<file path="src/rtl/rdc_fifo.sv">
// ----------------------------------------------------------------------------
// rdc_fifo
// Small register-based queue with push/full and pop/empty handshakes.
// ----------------------------------------------------------------------------
module rdc_fifo #(
  parameter int WIDTH = 8,
  parameter int DEPTH = 2
) (
  input  logic             clk,
  input  logic             rst_n,
  input  logic             push,
  input  logic [WIDTH-1:0] din,
  output logic             full,
  input  logic             pop,
  output logic [WIDTH-1:0] dout,
  output logic             empty
);

  localparam int PW = $clog2(DEPTH);
  localparam int CW = $clog2(DEPTH + 1);

  logic [WIDTH-1:0] mem_r [DEPTH];
  logic [PW-1:0]    wptr_r, wptr_nxt;
  logic [PW-1:0]    rptr_r, rptr_nxt;
  logic [CW-1:0]    count_r, count_nxt;
  logic             do_push, do_pop;

  assign full    = (count_r == CW'(DEPTH));
  assign empty   = (count_r == '0);
  assign dout    = mem_r[rptr_r];
  assign do_push = push && !full;
  assign do_pop  = pop && !empty;

  always_comb begin
    wptr_nxt  = wptr_r;
    rptr_nxt  = rptr_r;
    count_nxt = count_r;
    if (do_push) begin
      wptr_nxt = (wptr_r == PW'(DEPTH - 1)) ? '0 : wptr_r + 1'b1;
    end
    if (do_pop) begin
      rptr_nxt = (rptr_r == PW'(DEPTH - 1)) ? '0 : rptr_r + 1'b1;
    end
    if (do_push && !do_pop) begin
      count_nxt = count_r + 1'b1;
    end else if (do_pop && !do_push) begin
      count_nxt = count_r - 1'b1;
    end
  end

  always_ff @(posedge clk) begin
    if (!rst_n) begin
      wptr_r  <= '0;
      rptr_r  <= '0;
      count_r <= '0;
    end else begin
      wptr_r  <= wptr_nxt;
      rptr_r  <= rptr_nxt;
      count_r <= count_nxt;
    end
  end

  always_ff @(posedge clk) begin
    if (do_push) begin
      mem_r[wptr_r] <= din;
    end
  end

endmodule

</file>
<file path="config.mk">
export PLATFORM = sky130hd
export DESIGN_NAME = rdc_fifo
export DESIGN_NICKNAME = d
export VERILOG_FILES = /design/src/rtl/rdc_fifo.sv
export SDC_FILE = /design/constraint.sdc
export NUM_CORES = 1
export LEC_CHECK = 0
export ABC_AREA = 1
export BUFFER_PORTS_ARGS = -buffer_cell sky130_fd_sc_hd__clkbuf_2
export CORE_MARGIN = 3
export CORE_UTILIZATION = 40
export DETAILED_ROUTE_END_ITERATION = 6
export GPL_ROUTABILITY_DRIVEN = 1
export GPL_TIMING_DRIVEN = 0
export PLACE_DENSITY_LB_ADDON = 0.08
export SKIP_CTS_REPAIR_TIMING = 1
export SYNTH_ARGS = -nofsm -noshare
export SYNTH_HDL_FRONTEND = slang
export SYNTH_SLANG_ARGS = --single-unit
</file>
<file path="constraint.sdc">
create_clock -name clk -period 1.43 [get_ports clk]
set_input_delay 0.143 -clock clk [delete_from_list [all_inputs] [get_ports clk]]
set_output_delay 0.143 -clock clk [all_outputs]
set_load 0.1 [all_outputs]
</file>
After elaboration in Yosys (flattened, before gate mapping). Memories as Yosys holds them, arrays and structs flattened. A register that Yosys moved wholly into a read port is not among the register bits. Cells that the tools add are included.

Output and inout bits: 10. Bits in writable memories: 16. Bits in registers: 4. Memories: 1.

Memory list: mem_r (depth 2, bits a word 8, rd ports 1, clocked after Yosys merged registers in 1, write ports 1, line 22) `logic [WIDTH-1:0] mem_r [DEPTH];`.

Reductions and logical operators: 10. Muxes and demuxes: 8. Equal/unequal tests: 1. Add/subtract/negate cells: 4.

Operators with widths (number): 1-bit two-way mux (6); 1-bit logical AND (4); 1-bit logical NOT (4); 2-bit two-way mux (2); 1-bit adder, second input constant (2); 2-bit by 1-bit adder with 2-bit output, second input constant (1); 2-bit equality test, second input constant (1); 2-bit logical NOT (1); 2-bit nonzero test (1); 2-bit by 1-bit subtractor with 2-bit output, second input constant (1).

Logic depth before layout (Yosys ltp). Gate-level depths: netlist of run 1.

Depth after elaboration: 7. Mapped depth: 10.

Worst setup path after synthesis of run 1. Ideal clock, no wire load.

Kind: register to register. Start: reg count_r[0]. End: reg count_r[1]. Setup slack: -0.987 ns. Clock period less this slack: 2.417 ns. Data required time: 1.366 ns. Path buffers: 0. Data arrival time: 2.353 ns. Cell stages (with the launch flop): 10. Path through: dfxtp_1 -> nor2_1 -> nor2_2 -> inv_1 -> ha_1 -> inv_1 -> nand3_1 -> nand2_1 -> inv_1 -> nor2_1.

Longest elaborated chain between the ends: 6. Elaborated cells on any way between the ends: 15.

RTL lines: start: declaration (line 25) `logic [CW-1:0] count_r, count_nxt;`; start signal: assignment (line 59) `count_r <= count_nxt;`; 2-bit logical NOT (*) (line 29) `assign empty = (count_r == '0);`; named net empty (line 16) `output logic empty`; 1-bit logical NOT (*) (line 32) `assign do_pop = pop && !empty;`; 1-bit logical AND (*) (line 32); 1-bit logical NOT (line 44) `if (do_push && !do_pop) begin`; 1-bit logical AND (line 44); 2-bit two-way mux or 2-bit nonzero test (tied branches).

The timed path passes the listed nets; every way through them passes the cells marked *. The select of a mux whose other input is x is not followed. A chain may end at the register's enable or synchronous reset.

==> flow_summary.ini, run 1 <==
[outcome]
status = finished with violations
violations = negative setup slack

[clock_tree]
cts_buffers = 3
cts_root_buf = clkbuf_4
clock_latency_ps = 290
cts_tree = done
cts_buffer_depth = 2
cts_sinks = 21
htree_levels = 1
clk_pin_slew_ps = 110

[sta]
post-route-period-util_pct = 102
setup_violations = 1
hold_viol = 0
max_freq_mhz = 687
drv_slew = 0
fin_worst_skew_ps = 5.28
period_needed_ps = 1460
rsz0062_at_grt = true
worst_pin_slew_ps = 439
hold_ws_ps = 32.1
slew_headroom_pct = 70.7
setup_slack_ps = -26.0

[pwr]
p_leak_nw = 0.497
power_mw = 2.71
powerDensity_nw_per_um2 = 2260
ir_worst_vdd_uv = 1110

[global_routing]
grt_pass1_vias = 508
grt_pass1_wl_um = 1990
grt_overflow = 0
antenna_found_initial = 0
grt_use_total_pct = 10.4
grt_max_degree = 12

[worst_setup_path]
cp.arrival_ps = 1310
worstPathMaxFanout = 8
criticalPathCategory = reg -> out
cp-start-kind = flip-flop
critPathMaxStageDelay_ps = 350
slowest_stage = dfxtp_2
critPathTopFamily = flip-flops
crit_path_end_kind = output pin
path_cells = buf_8 > mux2_2 > buf_6
path_buf_inv = 2
crit_required_ps = 1290

[final_layout]
mostFrequentLayoutCell = edfxtp_1
regArea_um2 = 587
layout.nets = 104
n_fill_cell = 146
area_growth_pct = 45.4
drive_above_1_share_pct = 52.2
final_core_util_pct = 65.1
antenna_cells = 0
stdcell_count = 115
final_cell_mix = edfxtp_1, clkbuf_2, mux2_4, inv_1, buf_12
multiInputGateArea_um2 = 268

[placement]
routabilityCongestion = 0.699
post-place-ws_ps = -112
hpwl_um = 884
numPortBuffers = 21
place_inst = 109

[routing]
wl_per_cell_um = 12.4
first_pass_iters = 4
drc = 0
postRouteAntennaNets = 0
drt_iter0_drc = 1
dr_total_vias = 536
drt_wl_total_um = 1420
viasPerCell = 4.66

[yosys]
synth_cell_type_count = 15
syn_area_per_cell_um2 = 13.1
synth.cell_area_um2 = 823
synth_nets = 76
seq_area_frac_synth_pct = 70.5
yosys_warnings = 0
ys_ff_latch = 21
syn-instance-count = 63

[die]
dieArea_um2 = 2640
num_rows = 15
start_util_pct = 44.8
pin_count = 22
die_h_um = 51.4
die_w_um = 51.4
fp.coreArea_um2 = 1840

[hold_path]
hp-class = in -> reg

[flow_run]
cap_violations = 0
[cell usage after synthesis]
cell      instances  share of area (%)
edfxtp_1         16                 58
nor2_1           10                4.6
inv_1             8                3.6
mux2_2            8                 11
nand2_1           6                2.7
dfxtp_1           5                 12
o21ai_0           2                1.2
a21oi_1           1               0.61
buf_2             1               0.61
ha_1              1                1.5
inv_2             1               0.46
nand3_1           1               0.61
nand4_1           1               0.76
nor2_2            1               0.76
o21ai_2           1                1.1
[cell families (layout without fill, tap and decap cells)]
| logic type | count (synthesis) | after routing | share of synthesized area [%] |
|---|---|---|---|
| multiplexers | 8 | 8 | 10.9 |
| flip-flops | 21 | 21 | 70.5 |
| AND/OR/NAND/NOR | 19 | 19 | 9.42 |
| adder cells (fa/ha/maj) | 1 | 1 | 1.52 |
| AO/OA/AOI/OAI | 4 | 4 | 2.89 |
| buffers and inverters | 10 | 37 | 4.71 |
[path summary, 6_finish.rpt]
kind         depth (start not counted)  slack (ps)                 endpoint               startpoint
min                                  1          30    mem_r[0][2]$_DFFE_PP_                   din[2]
min reg2reg                          2         510                flip-flop      rptr_r$_SDFFE_PN0P_
max                                  3         -30                  dout[1]                flip-flop
max reg2reg                          9          80  count_r[1]$_SDFFE_PN0P_  count_r[1]$_SDFFE_PN0P_
[routing by layer]
layer	global-route usage, %	wire (µm)	vias to the layer above
li1	-	-	269
met1	11.5	531	254
met2	18.2	804	11
met3	2.92	82	2
met4	4.80	5	0
met5	0	0	-
[stage by stage]
stage | area (µm²) | setup TNS [ps]
after global placement | 971 | -830
after CTS | 997 | -3820
after floorplan | 835 | -324
after global routing | 1200 | -352
after detailed placement | 971 | -1250
final | 1200 | -26.0
[cell type report]
type | instances | area share, %
Tap cell | 25 | 2.61
Multi-Input combinational cell | 32 | 22.4
Sequential cell | 21 | 49.0
Buffer | 1 | 1.25
Clock buffer | 4 | 2.19
Inverter | 9 | 2.82
Timing Repair Buffer | 23 | 19.7
[power breakdown]
part	total [mW]	switching, mW	internal, mW	leakage (nW)
registers	0.857	0.0657	0.791	0.192
logic	1.58	1.05	0.536	0.290
clock network	0.272	0.164	0.108	0.0150
total	2.71	1.27	1.43	0.497
[registers in the layout, summed over array words and instances (netlist names), named ones only]
register / cells
rptr_r: 1
count_r: 2
mem_r: 16
wptr_r: 1
Power figures use the tool's default switching activity.
==> run 2: changes to the inputs <==
Settings changed: CORE_UTILIZATION 40 to 50.
Clock period 1.43 ns to 1.7 ns, I/O delays scaled along.
==> run 2 against run 1 <==
Effect of this change:
- highest routed layer unchanged
- clock-buffer cell count fell by 1
- wire length fell by 18%
- the flow now finishes without violations
- largest cell class unchanged
- critical endpoint is now dout[0]
- core utilization fell by 0.41 points
- sequential share of layout area rose by 9.9 points
- critical path depth did not move
- die area fell by 18%
==> flow_summary.ini, run 2 (synthesis gave the netlist of run 1 again) <==
[outcome]
status = complete, no violations

[final_layout]
final_cell_mix = edfxtp_1, clkbuf_2, buf_2
area_growth_pct = 19.8
largest_reg_flops = 16
regMostFlops = mem_r
layout.nets = 102
antenna_cells = 0
top_regs = mem_r (16), count_r (2)
mostFrequentLayoutCell = edfxtp_1
drive_above_1_share_pct = 44.3

[hold_path]
hp-class = in -> reg

[routing]
viasPerCell = 4.92
first_pass_iters = 4
drc = 0
drt_wl_total_um = 1170
postRouteAntennaNets = 0
wl_per_cell_um = 11.2
drt_iter0_drc = 8
dr_total_vias = 512

[die]
fp.coreArea_um2 = 1520
num_rows = 14
start_util_pct = 54.0
die_h_um = 46.6
dieArea_um2 = 2170
die_w_um = 46.6
pin_count = 22

[sta]
post-route-period-util_pct = 95.9
setup_violations = 0
max_freq_mhz = 613
hold_viol = 0
tns_ps = 0
worst_pin_slew_ps = 701
period_needed_ps = 1630
slew_headroom_pct = 53.1
drv_slew = 0
fin_worst_skew_ps = 3.73
rsz0062_at_grt = false

[worst_setup_path]
cp.arrival_ps = 1460
r2r_slack_ps = 170
critPathMaxStageDelay_ps = 350
critPathTopFamily = buffers and inverters
crit_top_cell = buf_2
worstPathMaxFanout = 8
slowest_stage = mux2_2
crit_required_ps = 1530
crit_path_end_kind = output pin
path_cells = buf_2 > mux2_2 > buf_2
criticalPathCategory = reg -> out
path_buf_inv = 2
cp-start-kind = flip-flop

[clock_tree]
htree_levels = 1
cts_root_buf = clkbuf_4
cts_buffers = 3
cts_buffer_depth = 2
cts_tree = done
clk_pin_slew_ps = 110
clock_latency_ps = 290
cts_sinks = 21

[global_routing]
grt_max_degree = 13
grt_pass1_wl_um = 1750
grt_pass1_vias = 433
grt_overflow = 0
antenna_found_initial = 0
grt_use_total_pct = 11.9

[placement]
hpwl_um = 904
routabilityCongestion = 0.794
numPortBuffers = 21

[flow_run]
cap_violations = 0
==> run 2: cell count changes in the layout (fill, tap and decap cells not counted), sizes merged <==
cell,change
clkinv,+1
clkbuf,-1
buf,-2
==> run 2: layout make-up <==
type | count | area [µm²]
multi-input combinational | 32 | 214
clock buffer | 3 | 22.5
inverter | 9 | 33.8
sequential | 21 | 581
tap | 16 | 20.0
fill | 122 | 538
buffer | 1 | 5.00
clock inverter | 1 | 5.00
timing repair buffer | 21 | 105
==> run 2: final timing paths <==
kind                                 from               endpoint  cells past startpoint
hold / removal                     din[2]  mem_r[1][2]$_DFFE_PP_                      1
setup reg to reg  count_r[0]$_SDFFE_PN0P_  mem_r[1][1]$_DFFE_PP_                      2
hold reg to reg       rptr_r$_SDFFE_PN0P_    rptr_r$_SDFFE_PN0P_                      2
setup / recovery                flip-flop                dout[0]                      3
==> run 2: stage by stage <==
stage	hold WS [ps]	setup slack (ps)	std cells	instance area (µm²)	utilization, %
2_1_floorplan	269	79.0	63	833	-
3_3_place_gp	359	189	100	958	62.9
3_5_place_dp	363	134	100	958	62.9
4_1_cts	53.7	-31.3	104	986	64.7
5_1_grt	44.3	3.79	104	986	64.7
6_report	58.6	69.8	104	986	64.7
==> run 2: metal layers <==
| layer | track usage [%] | wire [µm] |
|---|---|---|
| met2 | 18.7 | 540 |
| met4 | 5.11 | 12 |
| met1 | 14.6 | 540 |
| met5 | 0 | 0 |
| met3 | 4.30 | 74 |
Power of run 2 is left out: the tool's default activity adds up to more than one toggle a clock period on the data nets, which glitch-free logic cannot reach.
