<file path="config.mk">
export PLATFORM = sky130hd
export DESIGN_NAME = rdc_front
export DESIGN_NICKNAME = d
export VERILOG_FILES = /design/src/rtl/rdc_pkg.sv /design/src/rtl/rdc_fifo.sv /design/src/rtl/rdc_front.sv
export SDC_FILE = /design/constraint.sdc
export NUM_CORES = 1
export LEC_CHECK = 0
export ABC_AREA = 0
export BUFFER_PORTS_ARGS = -buffer_cell sky130_fd_sc_hd__buf_2
export CAP_MARGIN = 25
export CORE_ASPECT_RATIO = 0.6
export CORE_MARGIN = 2
export CORE_UTILIZATION = 50
export CTS_CLUSTER_SIZE = 30
export DETAILED_ROUTE_END_ITERATION = 10
export GPL_TIMING_DRIVEN = 0
export PLACE_DENSITY = 0.75
export SYNTH_ARGS = -nofsm -noshare
export SYNTH_HDL_FRONTEND = slang
export SYNTH_SLANG_ARGS = --single-unit
</file>
<file path="constraint.sdc">
create_clock -name clk -period 5 [get_ports clk]
set_input_delay 0 -clock clk [delete_from_list [all_inputs] [get_ports clk]]
set_output_delay 0 -clock clk [all_outputs]
set_load 0.1 [all_outputs]
</file>
<file path="src/rtl/rdc_pkg.sv">
// ----------------------------------------------------------------------------
// rdc_pkg
// Shared types and constants for the range distinct-count block.
// ----------------------------------------------------------------------------
package rdc_pkg;

  localparam int POS_W      = 10;
  localparam int VAL_W      = 10;
  localparam int CNT_W      = 11;
  localparam int MAX_POS    = 2 ** POS_W;
  localparam int MAX_COLORS = 2 ** VAL_W;

  typedef enum logic [1:0] {
    OP_WRITE = 2'd0,
    OP_SKIP  = 2'd1,
    OP_CONST = 2'd2,
    OP_QUERY = 2'd3
  } cmd_op_t;

  typedef struct packed {
    cmd_op_t          op;
    logic [POS_W-1:0] pos_a;
    logic [POS_W-1:0] pos_b;
    logic [VAL_W-1:0] value;
    logic             bad;
  } cmd_t;

  typedef struct packed {
    logic [CNT_W-1:0] count;
    logic             bad;
  } res_t;

endpackage

</file>
<file path="src/rtl/rdc_fifo.sv">
// ----------------------------------------------------------------------------
// rdc_fifo
// Small register-based queue with push/full and pop/empty handshakes.
// ----------------------------------------------------------------------------
module rdc_fifo #(
  parameter int WIDTH = 8,
  parameter int DEPTH = 2
) (
  input  logic             clk,
  input  logic             rst_n,
  input  logic             push,
  input  logic [WIDTH-1:0] din,
  output logic             full,
  input  logic             pop,
  output logic [WIDTH-1:0] dout,
  output logic             empty
);

  localparam int PW = $clog2(DEPTH);
  localparam int CW = $clog2(DEPTH + 1);

  logic [WIDTH-1:0] mem_r [DEPTH];
  logic [PW-1:0]    wptr_r, wptr_nxt;
  logic [PW-1:0]    rptr_r, rptr_nxt;
  logic [CW-1:0]    count_r, count_nxt;
  logic             do_push, do_pop;

  assign full    = (count_r == CW'(DEPTH));
  assign empty   = (count_r == '0);
  assign dout    = mem_r[rptr_r];
  assign do_push = push && !full;
  assign do_pop  = pop && !empty;

  always_comb begin
    wptr_nxt  = wptr_r;
    rptr_nxt  = rptr_r;
    count_nxt = count_r;
    if (do_push) begin
      wptr_nxt = (wptr_r == PW'(DEPTH - 1)) ? '0 : wptr_r + 1'b1;
    end
    if (do_pop) begin
      rptr_nxt = (rptr_r == PW'(DEPTH - 1)) ? '0 : rptr_r + 1'b1;
    end
    if (do_push && !do_pop) begin
      count_nxt = count_r + 1'b1;
    end else if (do_pop && !do_push) begin
      count_nxt = count_r - 1'b1;
    end
  end

  always_ff @(posedge clk) begin
    if (!rst_n) begin
      wptr_r  <= '0;
      rptr_r  <= '0;
      count_r <= '0;
    end else begin
      wptr_r  <= wptr_nxt;
      rptr_r  <= rptr_nxt;
      count_r <= count_nxt;
    end
  end

  always_ff @(posedge clk) begin
    if (do_push) begin
      mem_r[wptr_r] <= din;
    end
  end

endmodule

</file>
<file path="src/rtl/rdc_front.sv">
// ----------------------------------------------------------------------------
// rdc_front
// Accepts input transactions, classifies them into commands and queues them.
// ----------------------------------------------------------------------------
module rdc_front import rdc_pkg::*; #(
  parameter int ARRAY_SIZE  = 1024,
  parameter int COLOR_COUNT = 1024
) (
  input  logic             clk,
  input  logic             rst_n,
  input  logic             in_push,
  output logic             in_full,
  input  logic             in_func,
  input  logic [POS_W-1:0] in_position,
  input  logic [VAL_W-1:0] in_color_value,
  input  logic [POS_W-1:0] in_range_lo,
  input  logic [POS_W-1:0] in_range_hi,
  input  logic             init_busy,
  output cmd_t             cmd,
  output logic             cmd_valid,
  input  logic             cmd_pop
);

  localparam int POS_LIM = (ARRAY_SIZE < MAX_POS) ? ARRAY_SIZE : MAX_POS;
  localparam int COL_LIM = (COLOR_COUNT < MAX_COLORS) ? COLOR_COUNT : MAX_COLORS;
  localparam logic [POS_W-1:0] LAST_POS   = POS_W'(POS_LIM - 1);
  localparam logic [VAL_W-1:0] LAST_COLOR = VAL_W'(COL_LIM - 1);

  cmd_t             cmd_in;
  logic [POS_W-1:0] hi_clamp;
  logic             q_full, q_empty;
  logic [$bits(cmd_t)-1:0] q_dout;

  always_comb begin
    cmd_in       = '0;
    hi_clamp     = (in_range_hi > LAST_POS) ? LAST_POS : in_range_hi;
    if (!in_func) begin
      cmd_in.op    = (in_position <= LAST_POS) ? OP_WRITE : OP_SKIP;
      cmd_in.pos_a = in_position;
      cmd_in.value = (in_color_value > LAST_COLOR) ? LAST_COLOR : in_color_value;
    end else if (in_range_lo > in_range_hi) begin
      cmd_in.op  = OP_CONST;
      cmd_in.bad = 1'b1;
    end else if (in_range_lo > hi_clamp) begin
      cmd_in.op = OP_CONST;
    end else begin
      cmd_in.op    = OP_QUERY;
      cmd_in.pos_a = in_range_lo;
      cmd_in.pos_b = hi_clamp;
    end
  end

  assign in_full   = q_full || init_busy;
  assign cmd_valid = !q_empty;
  assign cmd       = cmd_t'(q_dout);

  rdc_fifo #(
    .WIDTH ($bits(cmd_t)),
    .DEPTH (2)
  ) u_cmd_q (
    .clk   (clk),
    .rst_n (rst_n),
    .push  (in_push && !in_full),
    .din   (cmd_in),
    .full  (q_full),
    .pop   (cmd_pop),
    .dout  (q_dout),
    .empty (q_empty)
  );

endmodule

</file>
======== Yosys cells after proc, flatten, opt, wreduce, memory -nomap -nowiden ========
Memory sizes are Yosys's and may differ from the RTL's. A register that Yosys moved wholly into a read port is not among the register bits.
Index checks and enable logic that the tools add are counted.
storage, ports and cells
  flip-flop bits (word level) ............. 4
  bits of input ports ..................... 46
  word-level logic and storage cells ...... 47
  memories ................................ 1
  output and inout bits ................... 35
  RAM bits ................................ 66
cells by class
  equal/unequal tests ..................... 1
  muxes and demuxes ....................... 20
  magnitude comparators ................... 5
  reductions and logical operators ........ 13
  add/sub/neg operators ................... 4
memories
  name           words  width  read ports  clocked after memory_dff  wr ports  RTL line        text
  u_cmd_q.mem_r  2      33     1           1                         1         rdc_fifo.sv:22  logic [WIDTH-1:0] mem_r [DEPTH];
operators with widths
  operator                count
  $mux W10                4
  $mux W20                2
  $gt A10 B10 Y1          2
  $gt A10 B10 Y1 const B  2
  $mux W12                1
  $mux W1                 11
  $le A10 B10 Y1 const B  1
  $logic_and A1 B1 Y1     5
  $logic_not A1 Y1        5
  $mux W2                 2
  $add A1 B1 Y1 const B   2
  $add A2 B1 Y2 const B   1
  $eq A2 B2 Y1 const B    1
  $logic_not A2 Y1        1
  $reduce_bool A2 Y1      1
  $sub A2 B1 Y2 const B   1
  $logic_or A1 B1 Y1      1

======== Longest topological paths before layout ========
  depth after elaboration ................. 9
  depth in mapped cells ................... 8
  mapped depth without buffers ............ 8

======== Modules after synthesis ========
From an unflattened synthesis, not the netlist that was laid out.
unflattened totals
  cells, all modules ...................... 258
  area, all modules ....................... 3,452.1 µm²
modules (own cells, without submodules)
  module     area an instance (µm²)  instances  seq. area each (µm²)  cells an instance
  rdc_fifo   2,607.5                 1          2,082.0               128
  rdc_front  844.6                   1          0.0                   130

======== Worst setup path after synthesis ========
OpenSTA, ideal clock, no wires.
  path kind ............................... reg2reg
  from .................................... register u_cmd_q.count_r[0]
  to ...................................... memory u_cmd_q.mem_r[0][0] (netlist name) (enable)
  data arrival time ....................... 2.128 ns
  data required time ...................... 4.577 ns
  path buffers ............................ 0
  path slack .............................. 2.449 ns
  setup time .............................. 0.423 ns
  cell stages (with the launch flop) ...... 5
  clock period less this slack ............ 2.551 ns
  cell sequence ........................... dfxtp_1 inv_1 a21oi_1 nand2_1 nor2_1
between the ends
  longest elaborated chain between the ends .. 7
  elaborated cells between the ends (all ways) .. 8
  classes of those cells .................. 1 x eq/ne; 2 x mux; 5 x reduce/logical
ends and longest elaborated chain
  item                               RTL line         text
  start: declaration                 rdc_fifo.sv:25   logic [CW-1:0] count_r, count_nxt;
  start signal: assignment           rdc_fifo.sv:59   count_r <= count_nxt;
  $eq A2 B2 Y1 (*)                   rdc_fifo.sv:28   assign full = (count_r == CW'(DEPTH));
  $logic_or A1 B1 Y1                 rdc_front.sv:53  assign in_full = q_full || init_busy;
  $logic_not A1 Y1                   rdc_front.sv:63  .push (in_push && !in_full),
  $logic_and A1 B1 Y1                rdc_front.sv:63
  $logic_and A1 B1 Y1 (*)            rdc_fifo.sv:31   assign do_push = push && !full;
  $mux W1 (*)                        rdc_fifo.sv:64   if (do_push) begin
  $mux W1 (implied by the code) (*)  rdc_fifo.sv:65   mem_r[wptr_r] <= din;
  end: declaration                   rdc_fifo.sv:22
Mark *: on every way between the ends. The rest lies on a longest branch, timed or not.

==> results by group <==
Run status
  • Status: completed

Clocking
  • Clock transition at path regs: 0.06 ns
  • H-Tree Level Count: 3
  • Root buffer cell: clkbuf_16
  • Clock Latency Late Sink: 0.32 ns
  • Clk sinks: 71
  • Buffer count from post-CTS setup fixing: 0
  • CTS tree: yes
  • Max clock buf depth: 2
  • CTS Buf Count: 9

Route
  • Initial detailed-routing violation count: 95
  • DR DRC count: 0
  • DR pass1 iterations: 4
  • Routed wire length: 6950 um
  • Vias: 2249
  • Drt wl/cell: 15.8 um
  • Via density per instance: 5.10
  • ANT nets after route: 0

Finish
  • Utilization after layout: 64.9%
  • Synth-to-Final Area Change: 25.2%
  • # diodes: 0
  • # nets final: 415
  • Share of cells above drive strength 1: 39.5%

Yosys
  • Number of synthesized register bits: 71
  • Most frequent cell after synthesis: edfxtp_1
  • Sequential area share after synthesis: 60.2%
  • Post-synth EDFFs: 66
  • Syn Area/Cell: 13.6 sq um
  • Post-synth top flop: edfxtp_1
  • Synth unique cells: 33
  • Synth Net Count: 321
  • Post-Syn Instances: 255
  • Post-synth top cells: edfxtp_1 (66), mux2_2 (33), inv_1 (32), ha_1 (20), nand2_1 (16)
  • Synth warn: 0
  • Top cell type's share of synthesized area: 57.3%
  • Main area contributors after synthesis: edfxtp_1 (57%), mux2_2 (11%), ha_1 (7.2%)
  • Leading area contributor after synthesis: edfxtp_1
  • Post-synth ARST share: 0%
  • Synth Cell Area: 3460 sq um

STA
  • Crit share post-route: 43.2%
  • Slew HR: 46.6%
  • RSZ-0062 raised after global routing: no
  • Max Freq: 463 MHz
  • Worst Tran Pin Value: 0.801 ns
  • Final setup vio count: 0
  • Setup TNS: 0 ns
  • Minimum clock period: 2.16 ns
  • Slew Limit Fails: 0
  • Skew final: 0.00230 ns
  • Endpoints failing hold: 0

Floorplanning
  • Die footprint: 7620 sq um
  • Core ar.: 6680 sq um
  • Starting Density: 51.8%
  • Core Rows: 23
  • I/O pin cnt: 81
  • Die width: 111 um
  • Overall die height: 68.4 um

Worst setup path
  • Crit-path max cell delay: 0.56 ns
  • Critical Path Slowest Stage Cell: clkbuf_1
  • Worst EP required: 5.00 ns
  • Most used cell, CP: clkbuf_1
  • CP max FO: 10
  • Setup Crit Path Kind: register to output pin
  • Worst Setup End Kind: output pin
  • Worst path arrival time: 2.16 ns
  • CP Launch Type: register
  • R2R Setup Slk: 3.18 ns
  • Crit-path cells: clkbuf_1, clkbuf_1, mux2_2, buf_2

Global route
  • Grt total ovfl: 0
  • Largest net degree at the start of global routing: 34
  • Vias in the first global route: 2233
  • Global Route Usage Sum: 19.9%
  • Initial antenna violation count: 0
  • Global-route wire length before repair: 11200 um

Hold path
  • Worst hold path type: input port to register

Placed design
  • # port buffers: 80
  • Final HPWL DP: 5060 um
  • Placer Congestion: 0.797

Flow run
  • Max-Cap Viols: 0

Power and ir drop
  • Power Dens Cells: 574 nW/um^2
  • Peak VDD IR: 335 uV
  • Static leakage: 1.85 nW
-- power breakdown --
group	internal (mW)	switching [mW]	total, mW	leakage, nW
logic	0.239	0.858	1.10	1.04
registers	0.723	0.0211	0.744	0.658
clock network	0.411	0.233	0.643	0.153
total	1.37	1.11	2.48	1.85
-- repair_timing --
action / CTS / global route
gates resized for setup: 0 / 0
hold endpoints to repair: 7 / 0
hold buffers: 2 / 0
-- critical path, delay by kind of cell, from the launching register on --
kind / cells / cell delay, ns
buffers and inverters: 3 / 1.12
multiplexers: 1 / 0.41
flip-flops: 1 / 0.30
-- through the flow --
stage / power [mW] / cells / hold slack (ns) / area (sq um) / worst slack (ns)
floorplan: 1.68 / 255 / 0.0989 / 3460 / 2.45
global placement: 1.84 / 422 / 0.269 / 3970 / 1.54
detailed placement: 1.85 / 423 / 0.280 / 4000 / 2.90
CTS: 2.51 / 441 / 0.00242 / 4330 / 2.81
global route: 2.58 / 441 / 0.0217 / 4330 / 2.74
finish: 2.48 / 441 / 0.0192 / 4330 / 2.84
-- area by class of cell --
| class | instances | area, sq um |
|---|---|---|
| fillers | 512 | 2350 |
| flip-flops and latches | 71 | 2080 |
| multi-input cells | 142 | 1220 |
| repair buffers | 83 | 440 |
| clock buffers | 13 | 293 |
| inverters | 32 | 120 |
| well taps | 87 | 109 |
| plain buffers | 10 | 45.0 |
| clock inverters | 3 | 21.3 |
-- layer usage --
layer | part of all wire (%) | vias to the layer above | track usage, %
met5 | 0 | - | 0
met4 | 0.92 | 0 | 5.56
met3 | 5.6 | 5 | 6.29
met2 | 44 | 68 | 31.6
met1 | 49 | 1054 | 27.0
li1 | - | 1122 | -
-- path summary, 6_finish.rpt --
path,depth (start not counted),startpoint,endpoint
worst max register to register,3,u_cmd_q.count_r[0],u_cmd_q.mem_r[1][28]
worst min register to register,2,u_cmd_q.count_r[1],u_cmd_q.count_r[1]
worst max-delay path,4,register,cmd[29]
worst min-delay path,2,in_color_value[2],u_cmd_q.mem_r[1][3]
-- flip-flops by register name (all words and copies together), names as in the netlist, named ones only --
signal / cells
u_cmd_q.count_r: 2
u_cmd_q.wptr_r: 1
u_cmd_q.rptr_r: 1
u_cmd_q.mem_r: 66
-- cells in the final DEF, fill, tap and decap left out, types with 3 or more instances in the layout --
cell       instances
edfxtp_1          66
and3_1             9
and2_1             4
clkbuf_1          10
nand4_1            4
buf_2             80
ha_1              20
dfxtp_1            5
a21o_1             4
inv_1             32
a21oi_1            5
nand2_1           16
mux2_2            33
nor2b_1           10
clkbuf_16         11
o21ai_0            3
xnor2_1            3
o22ai_1           10
-- cells by family after synthesis --
logic type / count (synthesis) / synth area share, %
AO/OA/AOI/OAI: 33 / 7.74
adder cells (fa/ha/maj): 20 / 7.24
flip-flops: 71 / 60.2
XOR/XNOR: 4 / 1.01
buffers and inverters: 42 / 4.78
multiplexers: 33 / 10.7
AND/OR/NAND/NOR: 52 / 8.29
No activity file was read; power rests on OpenSTA's default activity.
